<file path="src/sv/bcadc_pkg.sv">
`timescale 1ns / 1ps
// ----------------------------------------------------------------------------
// bcadc_pkg
// Shared types, register codes and discharge curve tables of the
// battery charge estimator.
// ----------------------------------------------------------------------------
package bcadc_pkg;

  localparam int MAX_POINTS      = 13;
  localparam int NUM_CHEMISTRIES = 7;
  localparam int PT_W            = $clog2(MAX_POINTS + 1);

  // Datapath widths
  localparam int PROD_W  = 45;               // sample * vref * divider
  localparam int NUM_W   = PROD_W - 8;       // after dropping the /256
  localparam int DEN_W   = 21;               // full_scale * cell_count
  localparam int QBITS   = 16;               // quotient bits before saturation
  localparam int RECIP_W = 27;
  localparam int DP_W    = 5;                // percent step within one segment
  localparam int OFF_W   = 8;                // mV offset within one segment

  // Cycles from an accepted transaction to its result strobe
  localparam int LATENCY = 6 + QBITS + 1;

  localparam logic [14:0] FULL_Q8 = 15'd25600;

  // Configuration register indexes
  typedef enum logic [2:0] {
    REG_CHEMISTRY      = 3'd0,
    REG_CELL_COUNT     = 3'd1,
    REG_VREF_MV        = 3'd2,
    REG_DIVIDER_Q8     = 3'd3,
    REG_ADC_FULL_SCALE = 3'd4
  } reg_idx_t;

  // Range status codes
  typedef enum logic [1:0] {
    RANGE_ON    = 2'd0,
    RANGE_BELOW = 2'd1,
    RANGE_ABOVE = 2'd2
  } range_t;

  typedef struct packed {
    logic [2:0]  chemistry;
    logic [4:0]  cell_count;
    logic [12:0] vref_mv;
    logic [15:0] divider_q8;
    logic [15:0] adc_full_scale;
  } cfg_t;

  localparam logic [15:0] CURVE_MV [0:NUM_CHEMISTRIES-1][0:MAX_POINTS-1] = '{
    '{16'd2500, 16'd2600, 16'd2800, 16'd3000, 16'd3200, 16'd3400, 16'd3600,
      16'd3800, 16'd3900, 16'd4000, 16'd4100, 16'd4150, 16'd4200},
    '{16'd2500, 16'd2600, 16'd2800, 16'd3000, 16'd3200, 16'd3400, 16'd3600,
      16'd3800, 16'd3900, 16'd4000, 16'd4100, 16'd4150, 16'd4200},
    '{16'd900, 16'd950, 16'd1000, 16'd1050, 16'd1100, 16'd1150, 16'd1200,
      16'd1250, 16'd1300, 16'd1350, 16'd1400, 16'd1450, 16'd0},
    '{16'd900, 16'd950, 16'd1000, 16'd1050, 16'd1100, 16'd1150, 16'd1200,
      16'd1250, 16'd1300, 16'd1350, 16'd0, 16'd0, 16'd0},
    '{16'd1750, 16'd1800, 16'd1850, 16'd1900, 16'd1950, 16'd2000, 16'd2050,
      16'd2100, 16'd2200, 16'd2270, 16'd0, 16'd0, 16'd0},
    '{16'd800, 16'd850, 16'd900, 16'd950, 16'd1000, 16'd1100, 16'd1200,
      16'd1300, 16'd1400, 16'd1500, 16'd1600, 16'd1650, 16'd0},
    '{16'd800, 16'd850, 16'd900, 16'd950, 16'd1000, 16'd1100, 16'd1200,
      16'd1300, 16'd1400, 16'd1500, 16'd1600, 16'd1650, 16'd0}
  };

  localparam logic [6:0] CURVE_PCT [0:NUM_CHEMISTRIES-1][0:MAX_POINTS-1] = '{
    '{7'd0, 7'd5, 7'd10, 7'd15, 7'd25, 7'd40, 7'd60, 7'd75, 7'd85, 7'd92,
      7'd96, 7'd99, 7'd100},
    '{7'd0, 7'd5, 7'd10, 7'd15, 7'd25, 7'd40, 7'd60, 7'd75, 7'd85, 7'd92,
      7'd96, 7'd99, 7'd100},
    '{7'd0, 7'd10, 7'd20, 7'd30, 7'd40, 7'd50, 7'd60, 7'd70, 7'd80, 7'd90,
      7'd95, 7'd100, 7'd0},
    '{7'd0, 7'd10, 7'd20, 7'd30, 7'd40, 7'd50, 7'd60, 7'd70, 7'd85, 7'd100,
      7'd0, 7'd0, 7'd0},
    '{7'd0, 7'd10, 7'd20, 7'd30, 7'd40, 7'd50, 7'd60, 7'd70, 7'd90, 7'd100,
      7'd0, 7'd0, 7'd0},
    '{7'd0, 7'd5, 7'd10, 7'd15, 7'd25, 7'd40, 7'd60, 7'd75, 7'd85, 7'd92,
      7'd96, 7'd100, 7'd0},
    '{7'd0, 7'd5, 7'd10, 7'd15, 7'd25, 7'd40, 7'd60, 7'd75, 7'd85, 7'd92,
      7'd96, 7'd100, 7'd0}
  };

  localparam logic [PT_W-1:0] CURVE_LEN [0:NUM_CHEMISTRIES-1] = '{
    PT_W'(13), PT_W'(13), PT_W'(12), PT_W'(10), PT_W'(10), PT_W'(12), PT_W'(12)
  };

  // ceil(2^32 / span) for every segment span that occurs in the curves
  function automatic logic [RECIP_W-1:0] span_recip(input logic [OFF_W-1:0] span);
    logic [RECIP_W-1:0] r;
    unique case (span)
      8'd50:   r = 27'd85899346;
      8'd70:   r = 27'd61356676;
      8'd100:  r = 27'd42949673;
      8'd200:  r = 27'd21474837;
      default: r = '0;
    endcase
    return r;
  endfunction

endpackage

</file>
<file path="src/sv/bcadc_scale.sv">
`timescale 1ns / 1ps
// ----------------------------------------------------------------------------
// bcadc_scale
// Two multiply stages: build the voltage numerator and the divisor.
// ----------------------------------------------------------------------------
module bcadc_scale (
  input  logic                          clk,
  input  logic                          rst_n,
  input  logic                          in_vld,
  input  logic [15:0]                   in_sample,
  input  bcadc_pkg::cfg_t               cfg,
  output logic                          out_vld,
  output logic [bcadc_pkg::NUM_W-1:0]   out_num,
  output logic [bcadc_pkg::DEN_W-1:0]   out_den
);

  logic                          v1_r, v2_r;
  logic [28:0]                   p1_r;
  logic [bcadc_pkg::DEN_W-1:0]   d1_r, d2_r;
  logic [bcadc_pkg::NUM_W-1:0]   n2_r;
  logic [bcadc_pkg::PROD_W-1:0]  p2_nxt;

  // Second product, drop the Q8 fraction of the divider
  assign p2_nxt = bcadc_pkg::PROD_W'(p1_r) * bcadc_pkg::PROD_W'(cfg.divider_q8);

  // Advance valid bits
  always_ff @(posedge clk) begin
    if (!rst_n) begin
      v1_r <= 1'b0;
      v2_r <= 1'b0;
    end else begin
      v1_r <= in_vld;
      v2_r <= v1_r;
    end
  end

  // Multiply payload
  always_ff @(posedge clk) begin
    p1_r <= 29'(in_sample) * 29'(cfg.vref_mv);
    d1_r <= bcadc_pkg::DEN_W'(cfg.adc_full_scale) * bcadc_pkg::DEN_W'(cfg.cell_count);
    n2_r <= p2_nxt[bcadc_pkg::PROD_W-1:8];
    d2_r <= d1_r;
  end

  assign out_vld = v2_r;
  assign out_num = n2_r;
  assign out_den = d2_r;

endmodule

</file>
<file path="src/sv/bcadc_div.sv">
`timescale 1ns / 1ps
// ----------------------------------------------------------------------------
// bcadc_div
// Pipelined restoring divider, one quotient bit per stage, with saturation
// to 16 bits decided up front.
// ----------------------------------------------------------------------------
module bcadc_div (
  input  logic                          clk,
  input  logic                          rst_n,
  input  logic                          in_vld,
  input  logic [bcadc_pkg::NUM_W-1:0]   in_num,
  input  logic [bcadc_pkg::DEN_W-1:0]   in_den,
  output logic                          out_vld,
  output logic [15:0]                   out_mv
);

  localparam int Q = bcadc_pkg::QBITS;

  logic                          vld_r [0:Q];
  logic                          sat_r [0:Q];
  logic [bcadc_pkg::NUM_W-1:0]   rem_r [0:Q];
  logic [bcadc_pkg::DEN_W-1:0]   den_r [0:Q];
  logic [Q-1:0]                  quo_r [0:Q];
  logic                          sat_nxt;

  // Quotient overflows 16 bits, or divisor is zero
  assign sat_nxt = (in_den == '0) ||
                   (in_num[bcadc_pkg::NUM_W-1:Q] >= in_den);

  always_ff @(posedge clk) begin
    if (!rst_n) begin
      vld_r[0] <= 1'b0;
    end else begin
      vld_r[0] <= in_vld;
    end
  end

  always_ff @(posedge clk) begin
    rem_r[0] <= in_num;
    den_r[0] <= in_den;
    sat_r[0] <= sat_nxt;
    quo_r[0] <= '0;
  end

  // One quotient bit per stage, most significant first
  for (genvar j = 1; j <= Q; j++) begin : g_stage
    localparam int K = Q - j;
    logic [bcadc_pkg::NUM_W-1:0] sub;
    logic                        take;

    assign sub  = bcadc_pkg::NUM_W'(den_r[j-1]) << K;
    assign take = rem_r[j-1] >= sub;

    always_ff @(posedge clk) begin
      if (!rst_n) begin
        vld_r[j] <= 1'b0;
      end else begin
        vld_r[j] <= vld_r[j-1];
      end
    end

    always_ff @(posedge clk) begin
      rem_r[j] <= take ? rem_r[j-1] - sub : rem_r[j-1];
      quo_r[j] <= quo_r[j-1] | (Q'(take) << K);
      den_r[j] <= den_r[j-1];
      sat_r[j] <= sat_r[j-1];
    end
  end

  assign out_vld = vld_r[Q];
  assign out_mv  = sat_r[Q] ? 16'hFFFF : quo_r[Q];

endmodule

</file>
<file path="src/sv/bcadc_interp.sv">
`timescale 1ns / 1ps
// ----------------------------------------------------------------------------
// bcadc_interp
// Curve lookup and linear interpolation of the charge in Q7.8 percent.
// ----------------------------------------------------------------------------
module bcadc_interp (
  input  logic         clk,
  input  logic         rst_n,
  input  logic         in_vld,
  input  logic [15:0]  in_mv,
  input  logic [2:0]   chemistry,
  output logic         out_vld,
  output logic [14:0]  out_charge,
  output logic [15:0]  out_mv,
  output logic [1:0]   out_status
);

  localparam int NP = bcadc_pkg::MAX_POINTS;

  logic [2:0]                      sel;
  logic                            found;
  logic [14:0]                     base_nxt;
  logic [bcadc_pkg::DP_W-1:0]      dp_nxt;
  logic [bcadc_pkg::OFF_W-1:0]     off_nxt;
  logic [bcadc_pkg::RECIP_W-1:0]   rcp_nxt;
  bcadc_pkg::range_t               st_nxt;
  logic [46:0]                     prod;

  logic                            v1_r, v2_r, v3_r, v4_r;
  logic [14:0]                     base1_r, base2_r, base3_r, chg4_r;
  logic [bcadc_pkg::DP_W-1:0]      dp1_r;
  logic [bcadc_pkg::OFF_W-1:0]     off1_r;
  logic [bcadc_pkg::RECIP_W-1:0]   rcp1_r, rcp2_r;
  logic [15:0]                     mv1_r, mv2_r, mv3_r, mv4_r;
  logic [1:0]                      st1_r, st2_r, st3_r, st4_r;
  logic [11:0]                     x2_r;
  logic [14:0]                     q3_r;

  // Fall back to the first curve for unknown chemistries
  assign sel = ({1'b0, chemistry} >= 4'(bcadc_pkg::NUM_CHEMISTRIES)) ? 3'd0 : chemistry;

  // Pick the first segment that holds the voltage
  always_comb begin
    found    = 1'b0;
    base_nxt = '0;
    dp_nxt   = '0;
    off_nxt  = '0;
    rcp_nxt  = '0;
    st_nxt   = bcadc_pkg::RANGE_ON;
    for (int i = 0; i < NP - 1; i++) begin
      if (!found && (bcadc_pkg::PT_W'(i + 1) < bcadc_pkg::CURVE_LEN[sel]) &&
          (in_mv >= bcadc_pkg::CURVE_MV[sel][i]) &&
          (in_mv <= bcadc_pkg::CURVE_MV[sel][i+1]) &&
          (bcadc_pkg::CURVE_MV[sel][i+1] > bcadc_pkg::CURVE_MV[sel][i])) begin
        found    = 1'b1;
        base_nxt = {bcadc_pkg::CURVE_PCT[sel][i], 8'd0};
        dp_nxt   = bcadc_pkg::DP_W'(bcadc_pkg::CURVE_PCT[sel][i+1] -
                                    bcadc_pkg::CURVE_PCT[sel][i]);
        off_nxt  = bcadc_pkg::OFF_W'(in_mv - bcadc_pkg::CURVE_MV[sel][i]);
        rcp_nxt  = bcadc_pkg::span_recip(bcadc_pkg::OFF_W'(
                     bcadc_pkg::CURVE_MV[sel][i+1] - bcadc_pkg::CURVE_MV[sel][i]));
      end
    end
    if (!found) begin
      if (in_mv < bcadc_pkg::CURVE_MV[sel][0]) begin
        st_nxt = bcadc_pkg::RANGE_BELOW;
      end else begin
        base_nxt = bcadc_pkg::FULL_Q8;
        st_nxt   = bcadc_pkg::RANGE_ABOVE;
      end
    end
  end

  // Scaled offset times reciprocal of the span
  assign prod = 47'({x2_r, 8'd0}) * 47'(rcp2_r);

  // Advance valid bits
  always_ff @(posedge clk) begin
    if (!rst_n) begin
      v1_r <= 1'b0;
      v2_r <= 1'b0;
      v3_r <= 1'b0;
      v4_r <= 1'b0;
    end else begin
      v1_r <= in_vld;
      v2_r <= v1_r;
      v3_r <= v2_r;
      v4_r <= v3_r;
    end
  end

  // Lookup, offset product, reciprocal product, final add
  always_ff @(posedge clk) begin
    base1_r <= base_nxt;
    dp1_r   <= dp_nxt;
    off1_r  <= off_nxt;
    rcp1_r  <= rcp_nxt;
    mv1_r   <= in_mv;
    st1_r   <= st_nxt;

    x2_r    <= 12'(off1_r) * 12'(dp1_r);
    rcp2_r  <= rcp1_r;
    base2_r <= base1_r;
    mv2_r   <= mv1_r;
    st2_r   <= st1_r;

    q3_r    <= prod[46:32];
    base3_r <= base2_r;
    mv3_r   <= mv2_r;
    st3_r   <= st2_r;

    chg4_r  <= base3_r + q3_r;
    mv4_r   <= mv3_r;
    st4_r   <= st3_r;
  end

  assign out_vld    = v4_r;
  assign out_charge = chg4_r;
  assign out_mv     = mv4_r;
  assign out_status = st4_r;

endmodule

</file>
<file path="src/sv/battery_charge_from_adc.sv">
`timescale 1ns / 1ps
// ----------------------------------------------------------------------------
// battery_charge_from_adc
// Battery state of charge from one ADC sample per transaction.
// ----------------------------------------------------------------------------
// Usage:
//   Pulse start with in_adc_sample; busy stays low, so a sample may be
//   given on every clock cycle.
//   Each sample yields one result: out_strobe is high for one cycle with
//   out_charge_q8 (Q7.8 percent), out_cell_millivolts and out_range_status.
//   Throughput is one sample per cycle; latency is set by the 16-stage
//   restoring divider plus two multiply stages, one saturation check stage
//   and four lookup and interpolation stages.
//   The configuration channel (cfg_valid/cfg_ready, cfg_index, cfg_data)
//   is always ready; write it only while no transaction is in flight.
//   Synchronous reset empties the pipeline and loads the default
//   configuration (LiPo, one cell, 3300 mV, divider 1.0, full scale 4095).
//   The receiver cannot stall: results must be taken as they appear.
// ----------------------------------------------------------------------------
module battery_charge_from_adc (
  input  logic         clk,
  input  logic         rst_n,
  input  logic         start,
  output logic         busy,
  input  logic [15:0]  in_adc_sample,
  output logic         out_strobe,
  output logic [14:0]  out_charge_q8,
  output logic [15:0]  out_cell_millivolts,
  output logic [1:0]   out_range_status,
  input  logic         cfg_valid,
  output logic         cfg_ready,
  input  logic [2:0]   cfg_index,
  input  logic [15:0]  cfg_data
);

  bcadc_pkg::cfg_t              cfg_r;
  logic                         acc;
  logic                         sc_vld, dv_vld;
  logic [bcadc_pkg::NUM_W-1:0]  sc_num;
  logic [bcadc_pkg::DEN_W-1:0]  sc_den;
  logic [15:0]                  dv_mv;

  assign busy      = 1'b0;
  assign cfg_ready = 1'b1;
  assign acc       = start && !busy;

  // Hold configuration registers
  always_ff @(posedge clk) begin
    if (!rst_n) begin
      cfg_r.chemistry      <= 3'd0;
      cfg_r.cell_count     <= 5'd1;
      cfg_r.vref_mv        <= 13'd3300;
      cfg_r.divider_q8     <= 16'd256;
      cfg_r.adc_full_scale <= 16'd4095;
    end else if (cfg_valid && cfg_ready) begin
      unique case (cfg_index)
        bcadc_pkg::REG_CHEMISTRY:      cfg_r.chemistry      <= cfg_data[2:0];
        bcadc_pkg::REG_CELL_COUNT:     cfg_r.cell_count     <= cfg_data[4:0];
        bcadc_pkg::REG_VREF_MV:        cfg_r.vref_mv        <= cfg_data[12:0];
        bcadc_pkg::REG_DIVIDER_Q8:     cfg_r.divider_q8     <= cfg_data;
        bcadc_pkg::REG_ADC_FULL_SCALE: cfg_r.adc_full_scale <= cfg_data;
        default: ;
      endcase
    end
  end

  bcadc_scale u_scale (
    .clk       (clk),
    .rst_n     (rst_n),
    .in_vld    (acc),
    .in_sample (in_adc_sample),
    .cfg       (cfg_r),
    .out_vld   (sc_vld),
    .out_num   (sc_num),
    .out_den   (sc_den)
  );

  bcadc_div u_div (
    .clk     (clk),
    .rst_n   (rst_n),
    .in_vld  (sc_vld),
    .in_num  (sc_num),
    .in_den  (sc_den),
    .out_vld (dv_vld),
    .out_mv  (dv_mv)
  );

  bcadc_interp u_interp (
    .clk        (clk),
    .rst_n      (rst_n),
    .in_vld     (dv_vld),
    .in_mv      (dv_mv),
    .chemistry  (cfg_r.chemistry),
    .out_vld    (out_strobe),
    .out_charge (out_charge_q8),
    .out_mv     (out_cell_millivolts),
    .out_status (out_range_status)
  );

endmodule

</file>
<file path="config.mk">
export PLATFORM = sky130hd
export DESIGN_NAME = battery_charge_from_adc
export DESIGN_NICKNAME = d
export VERILOG_FILES = /design/src/sv/bcadc_pkg.sv /design/src/sv/bcadc_scale.sv /design/src/sv/bcadc_div.sv /design/src/sv/bcadc_interp.sv /design/src/sv/battery_charge_from_adc.sv
export SDC_FILE = /design/constraint.sdc
export NUM_CORES = 2
export LEC_CHECK = 0
export BUFFER_PORTS_ARGS = -buffer_cell sky130_fd_sc_hd__buf_2
export CORE_MARGIN = 8
export CORE_UTILIZATION = 43
export DETAILED_ROUTE_END_ITERATION = 8
export GPL_ROUTABILITY_DRIVEN = 0
export PLACE_DENSITY = 0.64
export SLEW_MARGIN = 10
export SYNTH_ARGS = -nofsm -noshare
export SYNTH_HDL_FRONTEND = slang
export SYNTH_SLANG_ARGS = --single-unit
</file>
<file path="constraint.sdc">
create_clock -name clk -period 9.7 [get_ports clk]
set_input_delay 0 -clock clk [delete_from_list [all_inputs] [get_ports clk]]
set_output_delay 0 -clock clk [all_outputs]
set_load 0.1 [all_outputs]
</file>
==> impl_metrics.csv <==
group,metric,value,unit
status,outcome,"finished clean",
timing,finalClockSkew,73.5,ps
critical_path,path_class,"flop to flop",
power,p_per_area,283,nW/um2
die,rows,168,
die,dieArea,225000,um2
critical_path,r2r-start,"cfg_r[31]",
placed_design,postPlaceCellArea,93800,um2
power,ir_drop,0.221,mV
clock_network,cts_tree,"built",
clock_network,cts.sinks,1437,
finish,multi_input_area,55700,um2
min_path,whs_path_depth,4,
logic_synthesis,yosysWarnings,0,
min_path,holdPathEnd,"cfg_r[15]",
clock_network,ctsResizeCount,0,
logic_synthesis,synth_nets,11200,
global_routing,grt_pass1_wl,346000,um
global_routing,grt-ovfl-total,0,
power,p_leak,47.0,nW
global_routing,grt_usage,0.186,
timing,fin_crit,7550,ps
logic_synthesis,avgSynthCellArea,9.49,um2
logic_synthesis,synth-main-ff-cell,"dfxtp_1",
critical_path,arrival,8270,ps
clock_network,cts_inserted_buffers,150,
route,first_pass_iters,6,
critical_path,end_kind,"flop",
clock_network,clockBufferDepth,3,
die,initial_core_util,0.432,
timing,min_period_over_period,0.778,
die,die_h,475,um
die,die_w,475,um
die,core-area,209000,um2
critical_path,critPathMaxFanout,30,
timing,tns,0,ps
critical_path,cp_data_required_time,10430,ps
finish,fin_area,99700,um2
route,wirelength,213000,um
critical_path,reg2reg_depth,22,
finish,fin_nets,11300,
global_routing,grt_max_degree,77,
finish,drive_above_1_share,0.0571,
timing,hold_viol_final,0,
placed_design,dp_hpwl,171000,um
finish,regArea,28800,um2
timing,drv_slew,0,
logic_synthesis,synth_seq_area_share,0.318,
clock_network,root_buffer,"clkbuf_16",
logic_synthesis,async_flop_share,0,
finish,final_common_cell,"dfxtp_1",
min_path,hold_start,"cfg_data[15]",
min_path,min_path_type,"primary input to flop",
logic_synthesis,synth_area,90400,um2
timing,max-slew-margin-rel,0.220,
clock_network,clock_latency,820,ps
critical_path,r2r-end,"u_scale.out_num[36]",
clock_network,h-tree-depth,4,
finish,final_cell_mix,"dfxtp_1 (1,437), inv_1 (1,352), nand2_1 (978)",
logic_synthesis,synthDistinctLibCells,99,
timing,rsz0062_at_grt,"no",
route,drtIter0Drc,4302,
route,remaining_drc_errors,0,
finish,syn2layout_area_growth,10.2,%
global_routing,grt_pass1_vias,67200,
route,wl_per_cell,17.0,um
critical_path,startpoint_type,"flop",
global_routing,antenna_found_initial,2,
run,drv_cap,0,
clock_network,clk_transition_reported_paths,60,ps
timing,setup_viol,0,
route,vias,65300,
die,io_pins,75,
critical_path,rrSetupSlack,2150,ps
logic_synthesis,yosys_register_bits,1437,
timing,worst_pin_slew,1170,ps
finish,nFillCells,19300,
route,drt.antenna.violating_nets,0,
power,total_power,0.0282,W
timing,fmax,133,MHz
logic_synthesis,synthCells,9533,
route,vias_per_cell,5.21,
placed_design,io_buffers,72,
logic_synthesis,synth_edf_count,0,
-- logic make-up (layout without fill, tap and decap cells) --
| logic type | count (synthesis) | count (layout) | share of synthesized area |
|---|---|---|---|
| buffers and inverters | 1617 | 1811 | 0.0676 |
| AND/OR/NAND/NOR | 2730 | 2730 | 0.150 |
| AO/OA/AOI/OAI | 1489 | 1489 | 0.104 |
| flip-flops | 1437 | 1437 | 0.318 |
| other | 2 | 3 | 0.0000830 |
| XOR/XNOR | 515 | 515 | 0.0499 |
| adder cells (fa/ha/maj) | 1643 | 1643 | 0.298 |
| multiplexers | 100 | 100 | 0.0122 |
-- sequential cells by signal, summed over array words and instances (netlist names), 15 cells and up --
register	cells
u_interp.mv2_r	16
u_div.quo_r	136
u_div.rem_r	592
u_interp.out_charge	15
cfg_r	53
u_scale.out_num	37
u_interp.mv3_r	16
u_div.den_r	336
u_div.sat_r	17
u_scale.p1_r	29
u_interp.mv1_r	16
u_interp.q3_r	15
u_scale.out_den	21
u_scale.d1_r	21
u_div.vld_r	17
u_interp.out_mv	16
-- worst max path at each step --
stage | startpoint | end | cells past startpoint
after detailed placement | cfg_r[31] | u_scale.out_num[36] | 22
after floorplan | u_scale.p1_r[7] | u_scale.out_num[36] | 24
after global routing | cfg_r[31] | u_scale.out_num[34] | 21
after CTS | cfg_r[31] | u_scale.out_num[36] | 22
final | cfg_r[31] | u_scale.out_num[36] | 22
after global placement | cfg_r[31] | u_scale.out_num[36] | 22
-- routing by layer --
layer	wire length [um]	track usage	up-vias
li1	-	-	31200
met5	0	0	-
met3	10700	0.0274	592
met4	11000	0.0896	0
met2	103000	0.325	1961
met1	88600	0.226	31500
-- area by class of cell --
cell class,instances,area share
antenna,1,0.0000251
clock buffer,201,0.0424
clock inverter,76,0.0115
inverter,1354,0.0510
multi-input combinational,6479,0.558
sequential,1437,0.289
tap,2805,0.0352
timing repair buffer,180,0.0131
-- critical path, stage by stage (launching register included) --
cell      delay [ps]
dfxtp_1         1020
nand2_1          190
fa_1             560
fa_1             560
inv_1             60
fa_1             530
inv_1             50
fa_1             500
fa_1             540
inv_1             60
fa_1             480
ha_1             350
a21o_1           170
a21oi_1          220
o21ai_0          210
nor4_1           190
a21boi_0         640
o31a_1           250
o31a_1           210
o21ba_2          180
o211ai_1         120
a31oi_1          220
xnor2_1          130
-- what timing repair did --
action | 4_1_cts | 5_1_grt
hold buffers | 52 | 0
endpoints found under the hold margin | 57 | 0
setup buffers | 0 | 0
-- metrics by stage --
step / std cells / util / setup slack, ps / hold WS [ps]
after CTS: 12500 / 0.476 / 2190 / 0.815
after global placement: 12200 / 0.448 / 2190 / 209
after global routing: 12500 / 0.476 / 1760 / 32.9
final: 12500 / 0.476 / 2150 / 69.7
after detailed placement: 12200 / 0.448 / 2190 / 212
after floorplan: 9533 / - / 3010 / 124
-- report_power, final --
group / internal (W) / leakage [nW] / switching [W]
Sequential: 0.00802 / 11.9 / 0.00149
Clock: 0.00349 / 2.59 / 0.00249
Combinational: 0.00575 / 32.5 / 0.00695
Total: 0.0173 / 47.0 / 0.0109
-- cells in the mapped netlist (all sizes together) (32+ instances only) --
master  count  area share
dfxtp    1437        0.32
inv      1353       0.056
nand2     978       0.041
fa        852        0.19
ha        791        0.11
a21oi     479       0.027
and2      447       0.031
nor2      433       0.018
o21ai     330       0.018
xnor2     328       0.032
clkbuf    242       0.010
xor2      187       0.018
a21o      169       0.014
nand3     136      0.0076
nor3      136      0.0077
nand2b     88      0.0061
nor2b      88      0.0061
mux2       79      0.0098
nand4      73      0.0050
o21a       73      0.0061
nor4       71      0.0055
o21bai     62      0.0052
or3        58      0.0041
or2        53      0.0037
a21boi     49      0.0041
a31oi      48      0.0035
a211oi     37      0.0031
and3       37      0.0026
o211ai     34      0.0028
or4        32      0.0027
Note: power is estimated with default switching activity, not from simulation.
